File: src/hw/rtl/qpt_pkg.sv
// Types and constants shared by the quaternion pose to transform pipeline.
package qpt_pkg;

  localparam int QW       = 16;      // working quaternion component width
  localparam int PW       = 32;      // product width
  localparam int SW       = 33;      // pair sum width
  localparam int NW       = 34;      // signed numerator width
  localparam int DW       = 33;      // divisor / magnitude width
  localparam int RW       = 34;      // partial remainder width
  localparam int TW       = 16;      // quotient width, holds up to 2^15
  localparam int RotW     = 16;
  localparam int TransW   = 32;
  localparam int NumRot   = 9;
  localparam int DivSteps = TW;

  localparam logic signed [RotW-1:0] OneQ14   = 16'sd16384;
  localparam logic [NumRot-1:0]      DiagMask = 9'b100010001;

  typedef struct packed {
    logic [2:0][TransW-1:0] trans;
    logic signed [PW-1:0]   xx;
    logic signed [PW-1:0]   yy;
    logic signed [PW-1:0]   zz;
    logic signed [PW-1:0]   ww;
    logic signed [PW-1:0]   xy;
    logic signed [PW-1:0]   xz;
    logic signed [PW-1:0]   yz;
    logic signed [PW-1:0]   xw;
    logic signed [PW-1:0]   yw;
    logic signed [PW-1:0]   zw;
  } prod_t;

  typedef struct packed {
    logic [2:0][TransW-1:0] trans;
    logic signed [SW-1:0]   xxww;
    logic signed [SW-1:0]   yyzz;
    logic signed [SW-1:0]   yyww;
    logic signed [SW-1:0]   xxzz;
    logic signed [SW-1:0]   zzww;
    logic signed [SW-1:0]   xxyy;
    logic signed [SW-1:0]   xy_m_zw;
    logic signed [SW-1:0]   xy_p_zw;
    logic signed [SW-1:0]   xz_p_yw;
    logic signed [SW-1:0]   xz_m_yw;
    logic signed [SW-1:0]   yz_m_xw;
    logic signed [SW-1:0]   yz_p_xw;
  } pair_t;

  typedef struct packed {
    logic [2:0][TransW-1:0]    trans;
    logic [DW-1:0]             n;
    logic [NumRot-1:0][NW-1:0] num;
  } num_t;

  typedef struct packed {
    logic [2:0][TransW-1:0]    trans;
    logic [DW-1:0]             den;
    logic                      zero;
    logic [NumRot-1:0]         neg;
    logic [NumRot-1:0][RW-1:0] rem;
    logic [NumRot-1:0][TW-1:0] quo;
  } div_t;

  typedef struct packed {
    logic [2:0][TransW-1:0]      trans;
    logic [NumRot-1:0][RotW-1:0] rot;
  } res_t;

endpackage

File: src/hw/rtl/qpt_div_step.sv
// One restoring divide stage: one quotient bit for each of the nine entries.
module qpt_div_step (
  input  logic           clk_i,
  input  logic           rst_ni,
  input  logic           vld_i,
  output logic           rdy_o,
  input  qpt_pkg::div_t  div_i,
  output logic           vld_o,
  input  logic           rdy_i,
  output qpt_pkg::div_t  div_o
);
  import qpt_pkg::*;

  div_t             div_d;
  div_t             div_q;
  logic             vld_q;
  logic [NumRot-1:0] rem_ok;

  always_comb begin
    logic [RW-1:0] den_x;
    logic [RW-1:0] diff;
    logic [RW-1:0] rest;
    logic          ge;
    div_d = div_i;
    den_x = RW'(div_i.den);
    for (int k = 0; k < NumRot; k++) begin
      ge             = (div_i.rem[k] >= den_x);
      diff           = div_i.rem[k] - den_x;
      rest           = ge ? diff : div_i.rem[k];
      div_d.rem[k]   = {rest[RW-2:0], 1'b0};
      div_d.quo[k]   = {div_i.quo[k][TW-2:0], ge};
    end
  end

  assign rdy_o = !vld_q || rdy_i;

  always_ff @(posedge clk_i or negedge rst_ni) begin
    if (!rst_ni) begin
      vld_q <= 1'b0;
    end else if (rdy_o) begin
      vld_q <= vld_i;
    end
  end

  always_ff @(posedge clk_i) begin
    if (rdy_o && vld_i) begin
      div_q <= div_d;
    end
  end

  assign vld_o = vld_q;
  assign div_o = div_q;

  always_comb begin
    for (int k = 0; k < NumRot; k++) begin
      rem_ok[k] = (div_q.rem[k] < {div_q.den, 1'b0});
    end
  end

  // partial remainder stays below twice the divisor for a nonzero norm
  a_rem_bound: assert property (@(posedge clk_i) disable iff (!rst_ni)
    (vld_q && !div_q.zero) |-> (&rem_ok))
    else $error("partial remainder out of range");

endmodule

File: config.mk
export PLATFORM = sky130hd
export DESIGN_NAME = qpt_div_step
export DESIGN_NICKNAME = d
export VERILOG_FILES = /design/src/hw/rtl/qpt_pkg.sv /design/src/hw/rtl/qpt_div_step.sv
export SDC_FILE = /design/constraint.sdc
export NUM_CORES = 1
export LEC_CHECK = 0
export BUFFER_PORTS_ARGS = -buffer_cell sky130_fd_sc_hd__buf_4
export CAP_MARGIN = 20
export CORE_AREA = 2 2 460 462
export DETAILED_ROUTE_END_ITERATION = 6
export DIE_AREA = 0 0 462 464
export GPL_ROUTABILITY_DRIVEN = 1
export HOLD_SLACK_MARGIN = 0.12
export PLACE_DENSITY = 0.38
export SYNTH_ARGS = -nofsm -noshare
export SYNTH_HDL_FRONTEND = slang
export SYNTH_SLANG_ARGS = --single-unit
export TNS_END_PERCENT = 1
File: constraint.sdc
create_clock -name clk_i -period 24.6 [get_ports clk_i]
set_input_delay 1.23 -clock clk_i [delete_from_list [all_inputs] [get_ports clk_i]]
set_output_delay 1.23 -clock clk_i [all_outputs]
set_load 0.05 [all_outputs]
==> results.txt <==
Post-Synth Adder-Cell Area: 10.7%
Worst Setup SP: rdy_i
Compound-Gate Fraction of Synth Area: 18.1%
Site Rows: 168
Setup TNS Final: 0 ns
warnings from Yosys: 0
io pins: 1,184
largest family of logic cells by synthesized area: compound AO/OA/AOI/OAI gates
crit path launch type: primary input
DRC: 0
cell area after synthesis: 36,300 sq um
first-pass GRT wire length: 284 mm
outcome: finished clean
vias in the first global route: 32,479
routability cong.: 0.855
Worst-path clk slew: 0.06 ns
FFs w/ async S/R, synth: 0.172%
clock sink count: 581
footprint of the multi-input gates: 17,900 sq um
Reg area: 17,400 sq um
worst slack at placement: 18.39 ns
pin count of the biggest net entering global routing: 70
Port Buffer Count: 1,165
Layout Area Growth over Synthesis: 40.8%
Min Clock Period, post-route: 5.32 ns
clk buf depth: 3
RR Endpoint: div_o[101]
Placed Area: 48,300 sq um
DR WL/cell: 29.3 um
maxcap violations: 0
iteration-0 DRC count of the detailed router: 2,038
CTS tree: built
drt pass-1 iters: 6
H-tree depth: 3
die area: 214,000 sq um
Layout fillers: 22,586
Reg2Reg Setup Slack: 19.50 ns
Layout Skew: 0.0405 ns
total grt overflow: 0
class of the most critical setup path: in2reg
initial antenna violation count: 73
Final Net Count: 5,428
core area: 209,000 sq um
r2r worst-path depth: 7
Post-synth EDFFs: 580
CP endpoint kind: flop
Post-Route WL: 218 mm
Tot GR Track Use: 19.5%
#FFs+latches synth: 581
DIE WIDTH: 462 um
Chip Height: 464 um
Post-synth top flop: edfxtp_1
via count: 32,321
pins over their slew limit: 0
hold_buf cts: 0
share of layout cells above drive strength 1: 32.9%
Pleak: 21.2 nW
detailed placement HPWL: 172 mm
post-synthesis mux area share: 3.31%
Synth Area in Simple Gates: 10.8%
Cells after Synth: 3,354
Arr. time, crit path: 5.64 ns
post-synthesis sequential area ratio: 48.0%
Worst Tran Pin Value: 1.09 ns
worst hold slack: 0.262 ns
HP Class: in2async
FF-to-FF Start: vld_o
fin crit share: 21.6%
clock root buffer: clkbuf_16
post-synth cell types: 100
DR vias/cell: 4.35
initial core utilization: 17.4%
worst endpoint required time: 24.92 ns
unrepaired setup endpoints after global routing: no
fmax: 188 MHz
CTS buffer count: 84
fin area: 51,200 sq um
post-cts resize count: 0
power per cell area: 72.3 nW/um^2
relative slew slack: 27.1%
final setup fails: 0
syn_area_per_cell: 10.8 sq um
setup bufs post-CTS: 0
Final Hold Viols: 0
VDD IR max: 0.0467 mV
Crit Path Max Fanout: 60
xor/xnor share of the synthesized area: 6.07%
Routed Antenna Nets: 0
smallest setup slack after layout: 19.28 ns
clk_lat worst skew: 0.73 ns
## worst max-delay path, stage by stage
cell and delay (ns):
buf_4 0.07, nand2b_1 0.13, and2_4 0.53, buf_4 0.71
buf_4 0.61, buf_4 0.73, buf_4 0.64, buf_4 0.77
## Yosys cell counts, drive strengths merged, types with 15 or more instances
| library cell | number | area, sq um |
|---|---|---|
| clkbuf | 66 | 250 |
| mux2 | 103 | 1160 |
| and4 | 15 | 131 |
| nand2 | 271 | 1020 |
| edfxtp | 580 | 17400 |
| o21a | 34 | 255 |
| o21bai | 55 | 417 |
| xor2 | 101 | 885 |
| and3 | 29 | 184 |
| o21ai | 220 | 1100 |
| o211ai | 21 | 163 |
| nand2b | 41 | 262 |
| and2 | 20 | 125 |
| nor2b | 33 | 206 |
| a21oi | 341 | 1720 |
| nor2 | 230 | 863 |
| nand4 | 55 | 344 |
| nand3 | 44 | 225 |
| ha | 297 | 3720 |
| xnor2 | 151 | 1320 |
| a31oi | 44 | 297 |
| buf | 49 | 339 |
| nor3 | 36 | 180 |
| a21o | 161 | 1210 |
| inv | 132 | 495 |
| a211oi | 23 | 183 |
| o31ai | 23 | 178 |
## placed cells by master, fill, tap and decap left out, types with 98 or more instances in the layout
master,instances
o21ai_0,209
xor2_1,101
a21oi_1,339
nand2_1,271
inv_1,100
xnor2_1,151
nor2_1,230
edfxtp_1,580
a21o_1,159
ha_1,297
buf_4,1196
mux2_2,98
## registers in the layout, indices dropped and copies added (netlist names)
register	count
div_o	580
vld_o	1
## worst max path at each step
stage	slack (ns)	end	depth (start not counted)
3_5_place_dp	18.39	div_o[11]	8
4_1_cts	19.18	div_o[101]	8
2_1_floorplan	8.78	div_o[0]	2
3_3_place_gp	18.46	div_o[3]	8
6_report	19.28	div_o[101]	8
5_1_grt	18.91	div_o[117]	8
## metrics by stage
step	power [mW]	utilization, %	instances
floorplan	2.03	-	3362
global placement	2.46	23.1	7247
detailed placement	2.45	23.1	7247
CTS	3.77	24.4	7403
global route	3.86	24.4	7414
finish	3.70	24.5	7432
## power by group
group / switching [mW] / total (mW) / leakage, nW / internal, mW
combinational: 0.783 / 1.18 / 14.3 / 0.397
sequential: 0.0342 / 1.24 / 5.53 / 1.21
clock: 0.548 / 1.27 / 1.35 / 0.725
## per-layer routing
layer  track usage [%]  wire [um]
met1              19.7      75900
met2              36.7     115000
met3              5.34      16000
met4              8.71      10200
met5                 0        306
## kinds of logic after synthesis
logic type      Yosys count
buf+inv                 248
simple gates            830
xor+xnor                252
mux                     107
flops                   581
compound gates         1029
fa+ha+maj               306
other cells               1
## cell type report
class                      count  share of cell area [%]
antenna                       28                   0.137
clock buffer                  94                    4.22
clock inverter                62                    1.25
inverter                     132                   0.968
multi-input combinational   2533                    34.9
sequential                   581                    34.1
tap                         2805                    6.86
timing repair buffer        1197                    17.6
(Power assumes the default switching activity.)
