## src/hw/rtl/qpt_pkg.sv

```systemverilog
// Types and constants shared by the quaternion pose to transform pipeline.
package qpt_pkg;

  localparam int QW       = 16;      // working quaternion component width
  localparam int PW       = 32;      // product width
  localparam int SW       = 33;      // pair sum width
  localparam int NW       = 34;      // signed numerator width
  localparam int DW       = 33;      // divisor / magnitude width
  localparam int RW       = 34;      // partial remainder width
  localparam int TW       = 16;      // quotient width, holds up to 2^15
  localparam int RotW     = 16;
  localparam int TransW   = 32;
  localparam int NumRot   = 9;
  localparam int DivSteps = TW;

  localparam logic signed [RotW-1:0] OneQ14   = 16'sd16384;
  localparam logic [NumRot-1:0]      DiagMask = 9'b100010001;

  typedef struct packed {
    logic [2:0][TransW-1:0] trans;
    logic signed [PW-1:0]   xx;
    logic signed [PW-1:0]   yy;
    logic signed [PW-1:0]   zz;
    logic signed [PW-1:0]   ww;
    logic signed [PW-1:0]   xy;
    logic signed [PW-1:0]   xz;
    logic signed [PW-1:0]   yz;
    logic signed [PW-1:0]   xw;
    logic signed [PW-1:0]   yw;
    logic signed [PW-1:0]   zw;
  } prod_t;

  typedef struct packed {
    logic [2:0][TransW-1:0] trans;
    logic signed [SW-1:0]   xxww;
    logic signed [SW-1:0]   yyzz;
    logic signed [SW-1:0]   yyww;
    logic signed [SW-1:0]   xxzz;
    logic signed [SW-1:0]   zzww;
    logic signed [SW-1:0]   xxyy;
    logic signed [SW-1:0]   xy_m_zw;
    logic signed [SW-1:0]   xy_p_zw;
    logic signed [SW-1:0]   xz_p_yw;
    logic signed [SW-1:0]   xz_m_yw;
    logic signed [SW-1:0]   yz_m_xw;
    logic signed [SW-1:0]   yz_p_xw;
  } pair_t;

  typedef struct packed {
    logic [2:0][TransW-1:0]    trans;
    logic [DW-1:0]             n;
    logic [NumRot-1:0][NW-1:0] num;
  } num_t;

  typedef struct packed {
    logic [2:0][TransW-1:0]    trans;
    logic [DW-1:0]             den;
    logic                      zero;
    logic [NumRot-1:0]         neg;
    logic [NumRot-1:0][RW-1:0] rem;
    logic [NumRot-1:0][TW-1:0] quo;
  } div_t;

  typedef struct packed {
    logic [2:0][TransW-1:0]      trans;
    logic [NumRot-1:0][RotW-1:0] rot;
  } res_t;

endpackage

```

## src/hw/rtl/qpt_sum.sv

```systemverilog
// Three stages: pair sums, numerators and norm, then magnitude and sign.
module qpt_sum (
  input  logic            clk_i,
  input  logic            rst_ni,
  input  logic            vld_i,
  output logic            rdy_o,
  input  qpt_pkg::prod_t  prod_i,
  output logic            vld_o,
  input  logic            rdy_i,
  output qpt_pkg::div_t   div_o
);
  import qpt_pkg::*;

  pair_t s2_d, s2_q;
  num_t  s3_d, s3_q;
  div_t  s4_d, s4_q;
  logic  s2_vld_q, s3_vld_q, s4_vld_q;
  logic  s2_rdy, s3_rdy, s4_rdy;

  always_comb begin
    s2_d.trans   = prod_i.trans;
    s2_d.xxww    = SW'($signed(prod_i.xx)) + SW'($signed(prod_i.ww));
    s2_d.yyzz    = SW'($signed(prod_i.yy)) + SW'($signed(prod_i.zz));
    s2_d.yyww    = SW'($signed(prod_i.yy)) + SW'($signed(prod_i.ww));
    s2_d.xxzz    = SW'($signed(prod_i.xx)) + SW'($signed(prod_i.zz));
    s2_d.zzww    = SW'($signed(prod_i.zz)) + SW'($signed(prod_i.ww));
    s2_d.xxyy    = SW'($signed(prod_i.xx)) + SW'($signed(prod_i.yy));
    s2_d.xy_m_zw = SW'($signed(prod_i.xy)) - SW'($signed(prod_i.zw));
    s2_d.xy_p_zw = SW'($signed(prod_i.xy)) + SW'($signed(prod_i.zw));
    s2_d.xz_p_yw = SW'($signed(prod_i.xz)) + SW'($signed(prod_i.yw));
    s2_d.xz_m_yw = SW'($signed(prod_i.xz)) - SW'($signed(prod_i.yw));
    s2_d.yz_m_xw = SW'($signed(prod_i.yz)) - SW'($signed(prod_i.xw));
    s2_d.yz_p_xw = SW'($signed(prod_i.yz)) + SW'($signed(prod_i.xw));
  end

  // diagonal: n - 2(a + b) == sum of the other two squares minus these two
  always_comb begin
    logic signed [NW-1:0] n_w;
    n_w        = NW'($signed(s2_q.xxww)) + NW'($signed(s2_q.yyzz));
    s3_d.trans = s2_q.trans;
    s3_d.n     = n_w[DW-1:0];
    s3_d.num[0] = NW'($signed(s2_q.xxww)) - NW'($signed(s2_q.yyzz));
    s3_d.num[4] = NW'($signed(s2_q.yyww)) - NW'($signed(s2_q.xxzz));
    s3_d.num[8] = NW'($signed(s2_q.zzww)) - NW'($signed(s2_q.xxyy));
    s3_d.num[1] = {s2_q.xy_m_zw, 1'b0};
    s3_d.num[3] = {s2_q.xy_p_zw, 1'b0};
    s3_d.num[2] = {s2_q.xz_p_yw, 1'b0};
    s3_d.num[6] = {s2_q.xz_m_yw, 1'b0};
    s3_d.num[5] = {s2_q.yz_m_xw, 1'b0};
    s3_d.num[7] = {s2_q.yz_p_xw, 1'b0};
  end

  // |num| <= n always, so the magnitude fits the divisor width
  always_comb begin
    logic [NW-1:0] neg_v;
    logic [NW-1:0] mag_v;
    s4_d.trans = s3_q.trans;
    s4_d.den   = s3_q.n;
    s4_d.zero  = (s3_q.n == '0);
    for (int k = 0; k < NumRot; k++) begin
      neg_v        = NW'(0) - s3_q.num[k];
      s4_d.neg[k]  = s3_q.num[k][NW-1];
      mag_v        = s3_q.num[k][NW-1] ? neg_v : s3_q.num[k];
      s4_d.rem[k]  = RW'(mag_v[DW-1:0]);
      s4_d.quo[k]  = '0;
    end
  end

  assign s4_rdy = !s4_vld_q || rdy_i;
  assign s3_rdy = !s3_vld_q || s4_rdy;
  assign s2_rdy = !s2_vld_q || s3_rdy;
  assign rdy_o  = s2_rdy;

  always_ff @(posedge clk_i or negedge rst_ni) begin
    if (!rst_ni) begin
      s2_vld_q <= 1'b0;
      s3_vld_q <= 1'b0;
      s4_vld_q <= 1'b0;
    end else begin
      if (s2_rdy) begin
        s2_vld_q <= vld_i;
      end
      if (s3_rdy) begin
        s3_vld_q <= s2_vld_q;
      end
      if (s4_rdy) begin
        s4_vld_q <= s3_vld_q;
      end
    end
  end

  always_ff @(posedge clk_i) begin
    if (s2_rdy && vld_i) begin
      s2_q <= s2_d;
    end
    if (s3_rdy && s2_vld_q) begin
      s3_q <= s3_d;
    end
    if (s4_rdy && s3_vld_q) begin
      s4_q <= s4_d;
    end
  end

  assign vld_o = s4_vld_q;
  assign div_o = s4_q;

endmodule

```

## config.mk

```make
export PLATFORM = sky130hd
export DESIGN_NAME = qpt_sum
export DESIGN_NICKNAME = d
export VERILOG_FILES = /design/src/hw/rtl/qpt_pkg.sv /design/src/hw/rtl/qpt_sum.sv
export SDC_FILE = /design/constraint.sdc
export NUM_CORES = 2
export LEC_CHECK = 0
export BUFFER_PORTS_ARGS = -buffer_cell sky130_fd_sc_hd__buf_2
export CORE_ASPECT_RATIO = 1.4
export CORE_MARGIN = 10
export CORE_UTILIZATION = 25
export DETAILED_ROUTE_END_ITERATION = 7
export PLACE_DENSITY = 0.51
export SLEW_MARGIN = 20
export SYNTH_ARGS = -nofsm -noshare
export SYNTH_HDL_FRONTEND = slang
export SYNTH_SLANG_ARGS = --single-unit
```

## constraint.sdc

```tcl
create_clock -name clk_i -period 15.8 [get_ports clk_i]
set_clock_uncertainty 0.15 [all_clocks]
set_input_delay 2.37 -clock clk_i [delete_from_list [all_inputs] [get_ports clk_i]]
set_output_delay 2.37 -clock clk_i [all_outputs]
set_load 0.03 [all_outputs]
```

==> flow_summary.yaml <==
clock_network:
  clkLatencyLatePin_ns: 0.83
  postCtsSetupBuffers: 0
  root_buffer: "clkbuf_16"
  clk_path_buf_depth: 4
  ctsResizeCount: 0
  numCtsBuffers: 161
  path_clk_slew_ns: 0.06
  clock_sinks: 1343
  hold_buffers: 0
  cts_tree: "done"
  cts-htree-levels: 4
synthesis:
  yosysSeqAreaShare: 0.546
  ys_async_sr_fraction: 0.00223
  synth-edff-count: 1340
  syn_inst: 6216
  synth_cell_types: 91
  yosys_warnings: 0
  synth_ff_type: "edfxtp_1"
  syn-cell-area_mm2: 0.0738
  synth.avg_cell_area_um2: 11.9
  ys_ff_latch: 1343
grt:
  grt_pass1_wl_mm: 378
  grt_pass1_vias: 53492
  grt_util_all_layers: 0.161
  grt_max_degree: 164
  antenna_found_initial: 144
  grt-ovfl-total: 0
power:
  powerDensity_mw_per_mm2: 137
  ir_drop_mv: 0.0921
  cellLeakagePower_nw: 33.9
route:
  avgRoutedWirePerCell_um: 23.9
  drt-pass1-iter-count: 8
  vias: 52445
  drcViolationCount: 1
  drt-initial-drc-count: 3002
  wirelength_mm: 268
  vias_per_cell: 4.68
  final_antenna_net_count: 0
critical_path:
  crit_slowest_cell: "o41ai_1"
  critPathMaxStageDelay_ns: 0.97
  path_class: "in -> reg"
  crit_required_ns: 16.20
  endpoint_kind: "flip-flop"
  cp_num_buf_inv: 2
  crit_arrival_ns: 6.01
  cp_max_fo: 4
  cp_cell_sequence: "buf_2, ha_1, fa_1, a21oi_1, o21ai_0, a211oi_1, o41ai_2, buf_4, a31oi_1, o41ai_1, nand2_1, o21a_1, o221a_2"
  start_kind: "primary input"
  crit_family: "compound AO/OA/AOI/OAI gates"
cells_and_area:
  final_cell_mix: "1,340 x edfxtp_1, 851 x buf_2, 605 x xnor2_1"
  final_common_cell: "edfxtp_1"
  final_core_util: 0.297
  areaGrowthSynthToFinish_pct: 18.6
  nets: 8071
  drive_gt1_frac: 0.168
  num-fill-cells: 30371
  multi_input_area_mm2: 0.0308
  seqCellArea_mm2: 0.0403
timing:
  relSlewSlack: 0.163
  fin_ws_ns: 10.19
  setup_viol: 0
  rsz0062_at_grt: "no"
  min_period_ns: 5.61
  maxSlewViolCount: 0
  finalCritPeriodShare: 0.355
  worst_pin_slew_ns: 1.25
  fmax_ghz: 0.178
  hold_violations: 0
  tns_ns: 0
placed_design:
  portBuffers: 851
  hpwl_mm: 218
  gp_congestion: 0.890
  dp_slack_ns: 9.33
floorplanning:
  row_count: 236
  start_util: 0.251
  die_area_mm2: 0.318
  core-area_mm2: 0.295
  die_y_um: 663
  io_pins: 1011
  dieWidth_um: 479
run_status:
  status: "complete, but fails checks"
  violations: "DRC"
flow_run:
  drv_cap: 0
min_path:
  hold_class: "reg -> reg"
[where the power goes]
part | total (W) | switching (W) | internal [W]
clock | 0.00378 | 0.00154 | 0.00224
sequential | 0.00509 | 0.000351 | 0.00474
combinational | 0.00315 | 0.00210 | 0.00104
total | 0.0120 | 0.00400 | 0.00802
[worst register-to-register path: stages (launching register included)]
cell and delay, ns:
edfxtp_1 0.39, ha_1 0.23, inv_1 0.07, fa_1 0.23, a211oi_1 0.09, nor2_1 0.25, o21ai_1 0.12, buf_4 0.18
o41ai_1 0.77, o21ai_1 0.28, a311oi_1 0.71, a31oi_1 0.29, o31ai_1 0.37, xor2_1 0.13
[cells in the mapped netlist, types with 54 or more instances]
master    instances  area share
nor3_1           87      0.0059
o21ai_0         272       0.018
o31ai_1         115       0.012
clkbuf_1        146      0.0074
o21bai_1         96      0.0098
a21oi_1         467       0.032
a31oi_1          61      0.0052
nor2_1          334       0.017
a21o_1          200       0.020
xor2_1          106       0.013
buf_4           163       0.017
xnor2_1         606       0.072
nand2b_1         88      0.0075
nand2_1         308       0.016
inv_1           396       0.020
o21a_1           55      0.0056
edfxtp_1       1340        0.55
ha_1            524       0.089
nand3_1          76      0.0052
nor2b_1          54      0.0046
[sequential cells by signal, indices dropped and copies added, names as in the netlist]
name	flops
div_o	426
s2_q	489
s2_vld_q	1
s3_q	425
s3_vld_q	1
vld_o	1
[through the flow]
| step | hold slack (ns) | power, W | instances | instance area (um^2) |
|---|---|---|---|---|
| 6_report | 0.220 | 0.0120 | 11213 | 87600 |
| 5_1_grt | 0.231 | 0.0126 | 11184 | 87500 |
| 4_1_cts | 0.214 | 0.0122 | 11153 | 87400 |
| 3_5_place_dp | 0.255 | 0.00833 | 10874 | 82200 |
| 3_3_place_gp | 0.250 | 0.00832 | 10873 | 82200 |
| 2_1_floorplan | 0.250 | 0.00723 | 6374 | 74400 |
[cell families after synthesis]
group,Yosys count,share of synthesized area
simple gates,1278,0.0874
compound gates,1613,0.143
buf+inv,721,0.0450
xor+xnor,712,0.0845
flops,1343,0.546
fa+ha+maj,540,0.0931
mux,8,0.00114
other cells,1,0.0000508
[metal layers]
| layer | up-vias | wire, um | track usage |
|---|---|---|---|
| li1 | 24622 | - | - |
| met1 | 25433 | 98900 | 0.172 |
| met2 | 1803 | 138000 | 0.296 |
| met3 | 519 | 20300 | 0.0465 |
| met4 | 68 | 10700 | 0.0615 |
| met5 | - | 428 | 0 |
[worst paths after layout]
check / end / startpoint / cells past startpoint / slack, ns
max: s2_q[230] / prod_i[256] / 13 / 10.19
min: s3_q[341] / s2_q[398] / 0 / 0.22
max reg2reg: s3_q[32] / s2_q[330] / 13 / 11.26
min reg2reg: s3_q[341] / s2_q[398] / 0 / 0.22
max in group asynchronous: s2_vld_q / rst_ni / 1 / 14.18
min in group asynchronous: vld_o / rst_ni / 1 / 1.21
[area by class of cell]
cell class / count / share of cell area
Clock inverter: 90 / 0.0119
Antenna cell: 59 / 0.00169
Timing Repair Buffer: 896 / 0.0533
Tap cell: 3927 / 0.0561
Multi-Input combinational cell: 4310 / 0.352
Inverter: 399 / 0.0171
Clock buffer: 189 / 0.0478
Sequential cell: 1343 / 0.460
Power figures use the tool's default switching activity.
