## config.mk

```make
export PLATFORM = sky130hd
export DESIGN_NAME = qpt_round
export DESIGN_NICKNAME = d
export VERILOG_FILES = /design/src/hw/rtl/qpt_pkg.sv /design/src/hw/rtl/qpt_round.sv
export SDC_FILE = /design/constraint.sdc
export NUM_CORES = 1
export LEC_CHECK = 0
export ABC_CLOCK_PERIOD_IN_PS = 7700
export BUFFER_PORTS_ARGS = -buffer_cell sky130_fd_sc_hd__buf_2
export CAP_MARGIN = 20
export CORE_AREA = 2 2 322 324
export CTS_BUF_LIST = sky130_fd_sc_hd__clkbuf_4 sky130_fd_sc_hd__clkbuf_8 sky130_fd_sc_hd__clkbuf_16
export DETAILED_ROUTE_END_ITERATION = 8
export DIE_AREA = 0 0 324 326
export GPL_TIMING_DRIVEN = 0
export PLACE_DENSITY_LB_ADDON = 0.1
export SLEW_MARGIN = 10
export SYNTH_ARGS = -nofsm -noshare
export SYNTH_HDL_FRONTEND = slang
export SYNTH_SLANG_ARGS = --single-unit
export TNS_END_PERCENT = 30
```

## constraint.sdc

```tcl
create_clock -name clk_i -period 7.7 [get_ports clk_i]
set_input_delay 0 -clock clk_i [delete_from_list [all_inputs] [get_ports clk_i]]
set_output_delay 0 -clock clk_i [all_outputs]
set_load 0.05 [all_outputs]
```

## src/hw/rtl/qpt_pkg.sv

```systemverilog
// Types and constants shared by the quaternion pose to transform pipeline.
package qpt_pkg;

  localparam int QW       = 16;      // working quaternion component width
  localparam int PW       = 32;      // product width
  localparam int SW       = 33;      // pair sum width
  localparam int NW       = 34;      // signed numerator width
  localparam int DW       = 33;      // divisor / magnitude width
  localparam int RW       = 34;      // partial remainder width
  localparam int TW       = 16;      // quotient width, holds up to 2^15
  localparam int RotW     = 16;
  localparam int TransW   = 32;
  localparam int NumRot   = 9;
  localparam int DivSteps = TW;

  localparam logic signed [RotW-1:0] OneQ14   = 16'sd16384;
  localparam logic [NumRot-1:0]      DiagMask = 9'b100010001;

  typedef struct packed {
    logic [2:0][TransW-1:0] trans;
    logic signed [PW-1:0]   xx;
    logic signed [PW-1:0]   yy;
    logic signed [PW-1:0]   zz;
    logic signed [PW-1:0]   ww;
    logic signed [PW-1:0]   xy;
    logic signed [PW-1:0]   xz;
    logic signed [PW-1:0]   yz;
    logic signed [PW-1:0]   xw;
    logic signed [PW-1:0]   yw;
    logic signed [PW-1:0]   zw;
  } prod_t;

  typedef struct packed {
    logic [2:0][TransW-1:0] trans;
    logic signed [SW-1:0]   xxww;
    logic signed [SW-1:0]   yyzz;
    logic signed [SW-1:0]   yyww;
    logic signed [SW-1:0]   xxzz;
    logic signed [SW-1:0]   zzww;
    logic signed [SW-1:0]   xxyy;
    logic signed [SW-1:0]   xy_m_zw;
    logic signed [SW-1:0]   xy_p_zw;
    logic signed [SW-1:0]   xz_p_yw;
    logic signed [SW-1:0]   xz_m_yw;
    logic signed [SW-1:0]   yz_m_xw;
    logic signed [SW-1:0]   yz_p_xw;
  } pair_t;

  typedef struct packed {
    logic [2:0][TransW-1:0]    trans;
    logic [DW-1:0]             n;
    logic [NumRot-1:0][NW-1:0] num;
  } num_t;

  typedef struct packed {
    logic [2:0][TransW-1:0]    trans;
    logic [DW-1:0]             den;
    logic                      zero;
    logic [NumRot-1:0]         neg;
    logic [NumRot-1:0][RW-1:0] rem;
    logic [NumRot-1:0][TW-1:0] quo;
  } div_t;

  typedef struct packed {
    logic [2:0][TransW-1:0]      trans;
    logic [NumRot-1:0][RotW-1:0] rot;
  } res_t;

endpackage

```

## src/hw/rtl/qpt_round.sv

```systemverilog
// Output stage: round to nearest, apply sign, identity for a zero norm.
module qpt_round (
  input  logic           clk_i,
  input  logic           rst_ni,
  input  logic           vld_i,
  output logic           rdy_o,
  input  qpt_pkg::div_t  div_i,
  output logic           vld_o,
  input  logic           rdy_i,
  output qpt_pkg::res_t  res_o
);
  import qpt_pkg::*;

  res_t res_d;
  res_t res_q;
  logic vld_q;

  // quo holds floor(2 * ratio * 2^14); (quo + 1) / 2 rounds half away from zero
  always_comb begin
    logic [TW:0]     inc;
    logic [RotW-1:0] mag;
    res_d.trans = div_i.trans;
    for (int k = 0; k < NumRot; k++) begin
      inc = {1'b0, div_i.quo[k]} + (TW+1)'(1);
      mag = inc[TW:1];
      if (div_i.zero) begin
        res_d.rot[k] = DiagMask[k] ? OneQ14 : '0;
      end else if (div_i.neg[k]) begin
        res_d.rot[k] = RotW'(0) - mag;
      end else begin
        res_d.rot[k] = mag;
      end
    end
  end

  assign rdy_o = !vld_q || rdy_i;

  always_ff @(posedge clk_i or negedge rst_ni) begin
    if (!rst_ni) begin
      vld_q <= 1'b0;
    end else if (rdy_o) begin
      vld_q <= vld_i;
    end
  end

  always_ff @(posedge clk_i) begin
    if (rdy_o && vld_i) begin
      res_q <= res_d;
    end
  end

  assign vld_o = vld_q;
  assign res_o = res_q;

endmodule

```

==> results of run 1 <==
path summary, 6_finish.rpt:
path,endpoint,depth (start not counted)
max,res_o[14]$_SDFFCE_PP1P_,12
min reg2reg,res_o[222]$_DFFE_PP_,2
max reg2reg,res_o[49]$_SDFFCE_PP0P_,4
max in group asynchronous,vld_o$_DFFE_PN0N_,3
min in group asynchronous,vld_o$_DFFE_PN0N_,3
min,res_o[18]$_SDFFCE_PP0P_,4
layout by cell type, fill, tap and decap left out, types with 7 or more instances in the layout:
cell type / count
buf_2: 477
edfxtp_1: 240
nor2_1: 197
xnor2_1: 176
dlygate4sd3_1: 169
nand2_1: 89
xor2_1: 69
nand3_1: 67
o21ai_0: 62
a21oi_1: 59
nor3_1: 57
clkbuf_1: 49
nand4_1: 49
and3_1: 49
clkbuf_16: 37
nor4_1: 34
inv_1: 30
nand2b_1: 22
a31oi_1: 22
or3_1: 22
o31ai_1: 19
ha_1: 18
mux2i_1: 14
and4_1: 12
diode_2: 9
and2_1: 9
a311oi_1: 9
buf_4: 8
nor2b_1: 8
mux2_2: 8
o211ai_1: 7
or4_1: 7
clkbuf_4: 7
critical path: stages:
cell	delay, ps
dlygate4sd3_1	530
buf_2	170
ha_1	310
dlygate4sd3_1	570
inv_1	80
ha_1	150
inv_1	70
nor4_1	510
nand2_1	250
o31ai_2	290
xnor2_1	160
nand2b_1	70
routing by layer:
| layer | up-vias | wire (um) |
|---|---|---|
| met5 | - | 173 |
| met3 | 97 | 6830 |
| met2 | 493 | 28900 |
| met4 | 30 | 1400 |
| li1 | 7265 | - |
| met1 | 6995 | 30500 |
timing repair:
item,in CTS,in global routing
endpoints found under the hold margin,164,0
hold buffers,169,0
setup buffers,0,0
cell families (layout without fill, tap and decap cells):
group                      after synthesis  count (layout)
buffers and inverters                  134             811
DFF                                    241             241
AOI/OAI and AO/OA                      275             275
adders and majority gates               18              18
muxes                                   22              22
xor gates and xnor gates               245             245
and+or+nand+nor                        667             667
other                                    0               9
power groups by stage:
stage               sequential (mW)  combinational [mW]  clock [mW]
floorplan                      1.90               0.347           0
global placement               1.63               0.947           0
detailed placement             1.60               0.958           0
CTS                            1.58                1.03        1.73
global route                   1.58                1.10        1.77
finish                         1.57                1.01        1.64
flip-flops by register name, indices dropped and copies added, names as in the netlist:
register / cells
res_o: 240
vld_o: 1
per-stage QoR:
stage	setup WS [ps]	cells
global route	4510	3661
detailed placement	4690	3428
global placement	-2430	3423
finish	4860	3668
floorplan	490	1602
CTS	4800	3659
synthesized netlist by cell type, drive strengths merged, types with 6 or more instances:
master,number
mux2,8
a21o,6
nand2b,22
nor2,198
mux2i,14
nand3b,6
o41ai,10
o31ai,23
or4,9
nand3,72
a311oi,9
clkbuf,54
ha,18
a31oi,22
a211oi,6
nor3,57
nand2,90
buf,50
and2,11
xor2,69
edfxtp,240
or3,22
nor2b,8
a21oi,59
o21ai,65
nand4,49
o211ai,7
nor4,36
inv,30
and3,50
xnor2,176
and4,12
layout make-up:
| class | instances | share of cell area (%) |
|---|---|---|
| clock buffers | 44 | 4.30 |
| flip-flops and latches | 241 | 31.8 |
| repair buffers | 615 | 17.7 |
| clock inverters | 18 | 0.771 |
| multi-input cells | 1227 | 35.1 |
| well taps | 1380 | 7.60 |
| plain buffers | 104 | 2.08 |
| diodes | 9 | 0.0991 |
| inverters | 30 | 0.495 |
==> metrics.md, run 1 <==
| Metric | Value |
|---|---|
| Routed via count | `14900` |
| Syn Nets | `2213` |
| Internal | `2.82 mW` |
| Iter 0 DRT Violations | `594` |
| Setup Total Neg Slack | `0 ps` |
| Vias per std cell | `4.06` |
| Worst path arrival time | `3170 ps` |
| Worst-Margin Slew | `977 ps` |
| Die X | `324 um` |
| Fmax | `352 MHz` |
| Switching share of total power | `33.3%` |
| Max Clock Skew | `34.3 ps` |
| Average size of a mapped cell | `9.86 um2` |
| Share of cells above drive strength 1 | `26.4%` |
| Fraction of synthesized cell area in xor and xnor cells | `13.6%` |
| DIE AREA | `106000 um2` |
| H-tree levels | `2` |
| Slew HR | `34.9%` |
| Worst setup EP type | `register` |
| Fillers | `11300` |
| Core region area | `103000 um2` |
| Overall Power | `4.22 mW` |
| CTS Sinks | `241` |
| Top-area cell type share of the netlist area | `45.6%` |
| R2r setup slk | `5510 ps` |
| Chip height | `326 um` |
| Clk slew on worst S/H paths | `50 ps` |
| Clk_lat worst skew | `580 ps` |
| Synth Register Bits | `241` |
| CTS tree | `yes` |
| RSZ-0062 raised after global routing | `false` |
| Final ANT Viol Nets | `0` |
| Multi-input logic area | `7990 um2` |
| Max Cap Viol | `0` |
| CTS max path bufs | `3` |
| First-pass GRT wire length | `98600 um` |
| Synth Area in Adders | `1.43%` |
| Startpoint types | `input pin` |
| Share of power burned in registers | `37.3%` |
| Met1 usage | `16.0%` |
| CP Class | `input pin to register` |
| Pwr dens | `186 nW/um2` |
| Worst Hold Launch | `div_i[16]` |
| Worst vdd ir | `0.119 mV` |
| Num CTS Buffers | `37` |
| Fin util | `22.2%` |
| Overall Global Routing Usage | `12.4%` |
| Initial antenna violation count | `28` |
| Largest net degree at the start of global routing | `54` |
| Gate power share | `24.0%` |
| Port Buffers | `441` |
| EDFF count, synth | `240` |
| Compound-cell area share of the yosys netlist | `12.1%` |
| Core Rows | `118` |
| Post-Route WL | `67900 um` |
| Final Hold Viols | `0` |
| Pleak | `8.32 nW` |
| Placed cell area | `19900 um2` |
| Largest family of logic cells by synthesized area | `simple AND/OR/NAND/NOR gates` |
| Synth Flop Type | `edfxtp_1` |
| # resized after CTS | `0` |
| GR Util met3 | `5.12%` |
| Initial DRT Pass Iterations | `4` |
| Final Setup Violations | `0` |
| P&R area growth vs syn | `43.9%` |
| Async SR Flop Fraction | `0.415%` |
| Clock power frac | `38.8%` |
| GRT overflow | `0` |
| Gr busiest metal | `met2` |
| Routed len/inst | `18.5 um` |
| WHS | `39.1 ps` |
| Count of warnings emitted by yosys | `0` |
| # IOs | `835` |
| Status | `completed` |
| Area leader, netlist | `edfxtp_1` |
| Switching Power | `1.41 mW` |
| Critical R2R Launch | `vld_o$_DFFE_PN0N_` |
| Final worst path period share | `36.9%` |
| # nets final | `2867` |
| HPWL after detailed placement | `53600 um` |
| Seq. cell area | `7230 um2` |
| Fin area | `22700 um2` |
| Tmin final | `2840 ps` |
| Crit-path max FO | `8` |
| Synth cell types | `90` |
| Drc violations | `0` |
| Register area share after synthesis | `45.8%` |
| Top cells by area, synth | `edfxtp_1 46%, xnor2_1 9.8%, nor2_1 4.7%, xor2_1 3.8%, nand3_1 2.1%` |
| GPL Wtd Cong | `0.808` |
| Initial Util | `15.4%` |
| Synth Area in Simple Gates | `21.9%` |
| Vias in the first global route | `15200` |
| CTS root buf | `clkbuf_16` |
| CP startpoint | `div_i[1]` |
| Synthesized cell area | `15800 um2` |
| Final Slew Violations | `0` |
| Hold Path Class | `input pin to register` |
| Cells after Synth | `1602` |
| M2 GR Usage | `19.1%` |
| Worst EP required | `8030 ps` |
| Fraction of synthesized area in multiplexers | `1.46%` |
Note: power is estimated with default switching activity, not from simulation.
==> inputs of run 2 (changes only) <==
--- a/config.mk
+++ b/config.mk
@@ -5,7 +5,7 @@
 export SDC_FILE = /design/constraint.sdc
 export NUM_CORES = 1
 export LEC_CHECK = 0
-export ABC_CLOCK_PERIOD_IN_PS = 7700
+export ABC_CLOCK_PERIOD_IN_PS = 2740
 export BUFFER_PORTS_ARGS = -buffer_cell sky130_fd_sc_hd__buf_2
 export CAP_MARGIN = 20
 export CORE_AREA = 2 2 322 324
==> constraint.sdc (replaced) <==
create_clock -name clk_i -period 2.74 [get_ports clk_i]
set_input_delay 0 -clock clk_i [delete_from_list [all_inputs] [get_ports clk_i]]
set_output_delay 0 -clock clk_i [all_outputs]
set_load 0.05 [all_outputs]
==> run 2 against run 1 <==
Effect of this change:
- global-route usage rose by 0.12 points
- final area rose by 1.5%
- hold slack improved by 12 ps
- critical path type unchanged
- largest power group unchanged
==> metrics.md, run 2 (same netlist as run 1, synthesis figures left out) <==
| Metric | Value |
|---|---|
| CP Class | `input pin to register` |
| CTS root buf | `clkbuf_16` |
| WL met1 | `31700 um` |
| Final Slew Violations | `0` |
| # nets final | `2881` |
| Tmin final | `2600 ps` |
| Final worst path period share | `95.1%` |
| Routed via count | `15000` |
| # IOs | `835` |
| CTS max path bufs | `3` |
| Hold-critical path depth | `4` |
| Worst path arrival time | `2940 ps` |
| Worst vdd ir | `0.328 mV` |
| Vias per std cell | `4.07` |
| Placed Instances | `3429` |
| Largest net degree at the start of global routing | `51` |
| Initial antenna violation count | `34` |
| Pleak | `8.44 nW` |
| Max Clock Skew | `12.2 ps` |
| Port Buffers | `441` |
| Final setup margin | `135 ps` |
| Worst-Margin Slew | `953 ps` |
| Uppermost layer routed | `met5` |
| Placed cell area | `19900 um2` |
| Initial Util | `15.4%` |
| Post-Route WL | `68700 um` |
| Vias in the first global route | `15200` |
| Overall Global Routing Usage | `12.5%` |
| Drc violations | `0` |
| GPL Wtd Cong | `0.824` |
| Final ANT Viol Nets | `0` |
| Slew HR | `36.4%` |
| Crit-path max FO | `7` |
| Fin util | `22.5%` |
| Register-to-Register Path Depth | `4` |
| Core region area | `103000 um2` |
| Die X | `324 um` |
| RSZ-0062 raised after global routing | `true` |
| Max FFs per register | `240` |
| Pre-CTS setup slack | `-159 ps` |
| WHS | `51.0 ps` |
| P&R area growth vs syn | `46.0%` |
| Pwr dens | `540 nW/um2` |
| Status | `completed` |
| Commonest non-fill, non-tap cell in the layout | `buf_2` |
| Chip height | `326 um` |
| Startpoint types | `input pin` |
| Most frequent cells in the layout | `477 x buf_2, 240 x edfxtp_1, 197 x nor2_1` |
| H-tree levels | `2` |
| Final Hold Viols | `0` |
| Final Setup Violations | `0` |
| DIE AREA | `106000 um2` |
| Core Rows | `118` |
| Hold Path Class | `input pin to register` |
| Final cell count without fillers | `3686` |
| Fmax | `384 MHz` |
| Metal3 WL | `6450 um` |
| CTS Sinks | `241` |
| Fin area | `23100 um2` |
| Max Cap Viol | `0` |
| Initial DRT Pass Iterations | `5` |
| Clk_lat worst skew | `570 ps` |
| GRT overflow | `0` |
| Clk slew on worst S/H paths | `60 ps` |
| First-pass GRT wire length | `98800 um` |
| HPWL after detailed placement | `54400 um` |
| Worst EP required | `3070 ps` |
| Worst setup EP type | `register` |
| Share of cells above drive strength 1 | `26.6%` |
| Num CTS Buffers | `36` |
| Iter 0 DRT Violations | `656` |
| Routed length on met2 | `29000 um` |
| Routed len/inst | `18.6 um` |
| CTS tree | `yes` |
-- run 2: layout make-up --
cell class / instances / area, um2
diodes: 9 / 22.5
plain buffers: 104 / 473
clock buffers: 39 / 923
clock inverters: 26 / 358
fillers: 11200 / 79600
inverters: 30 / 113
multi-input cells: 1227 / 8020
flip-flops and latches: 241 / 7230
well taps: 1380 / 1730
repair buffers: 630 / 4190
-- run 2: metrics by stage --
step                TNS (ps)  total power, mW
floorplan             -38200             6.27
global placement     -225860             7.18
detailed placement      -503             7.19
CTS                        0             12.8
global route           -21.1             13.1
finish                     0             12.5
-- run 2: report_power, final --
group          switching, mW  total, mW  internal (mW)
Sequential            0.0737       4.43           4.36
Clock                   1.95       5.16           3.20
Combinational           1.96       2.87          0.914
-- run 2: worst paths after layout --
check	from	end	slack, ps
worst min-delay path	div_i[19]	res_o[18]$_SDFFCE_PP0P_	50
worst max-delay path	div_i[113]	res_o[127]$_SDFFCE_PP0P_	140
min in group asynchronous	rst_ni	vld_o$_DFFE_PN0N_	250
worst min register to register	vld_o$_DFFE_PN0N_	res_o[155]$_DFFE_PP_	900
worst max register to register	vld_o$_DFFE_PN0N_	res_o[47]$_SDFFCE_PP0P_	870
max in group asynchronous	rst_ni	vld_o$_DFFE_PN0N_	2370
-- run 2: worst max-delay path, cell delays in order --
cell	delay, ps
dlygate4sd3_1	530
buf_2	160
ha_1	290
dlygate4sd3_1	560
inv_1	130
o21ai_1	130
o21bai_2	260
a211o_1	350
o21ai_1	170
mux2_2	340
-- run 2: routing by layer --
layer  track usage [%]  up-vias
li1                  -     7309
met1              16.7     7072
met2              18.9      516
met3              4.59       93
met4              3.31       28
met5                 0        -
-- run 2: repair_timing --
action | in CTS | in global routing
hold buffers | 183 | 0
setup buffers | 0 | 0
gates resized for setup | 0 | 9
hold endpoints to repair | 195 | 0
endpoints found under the setup margin | 0 | 7
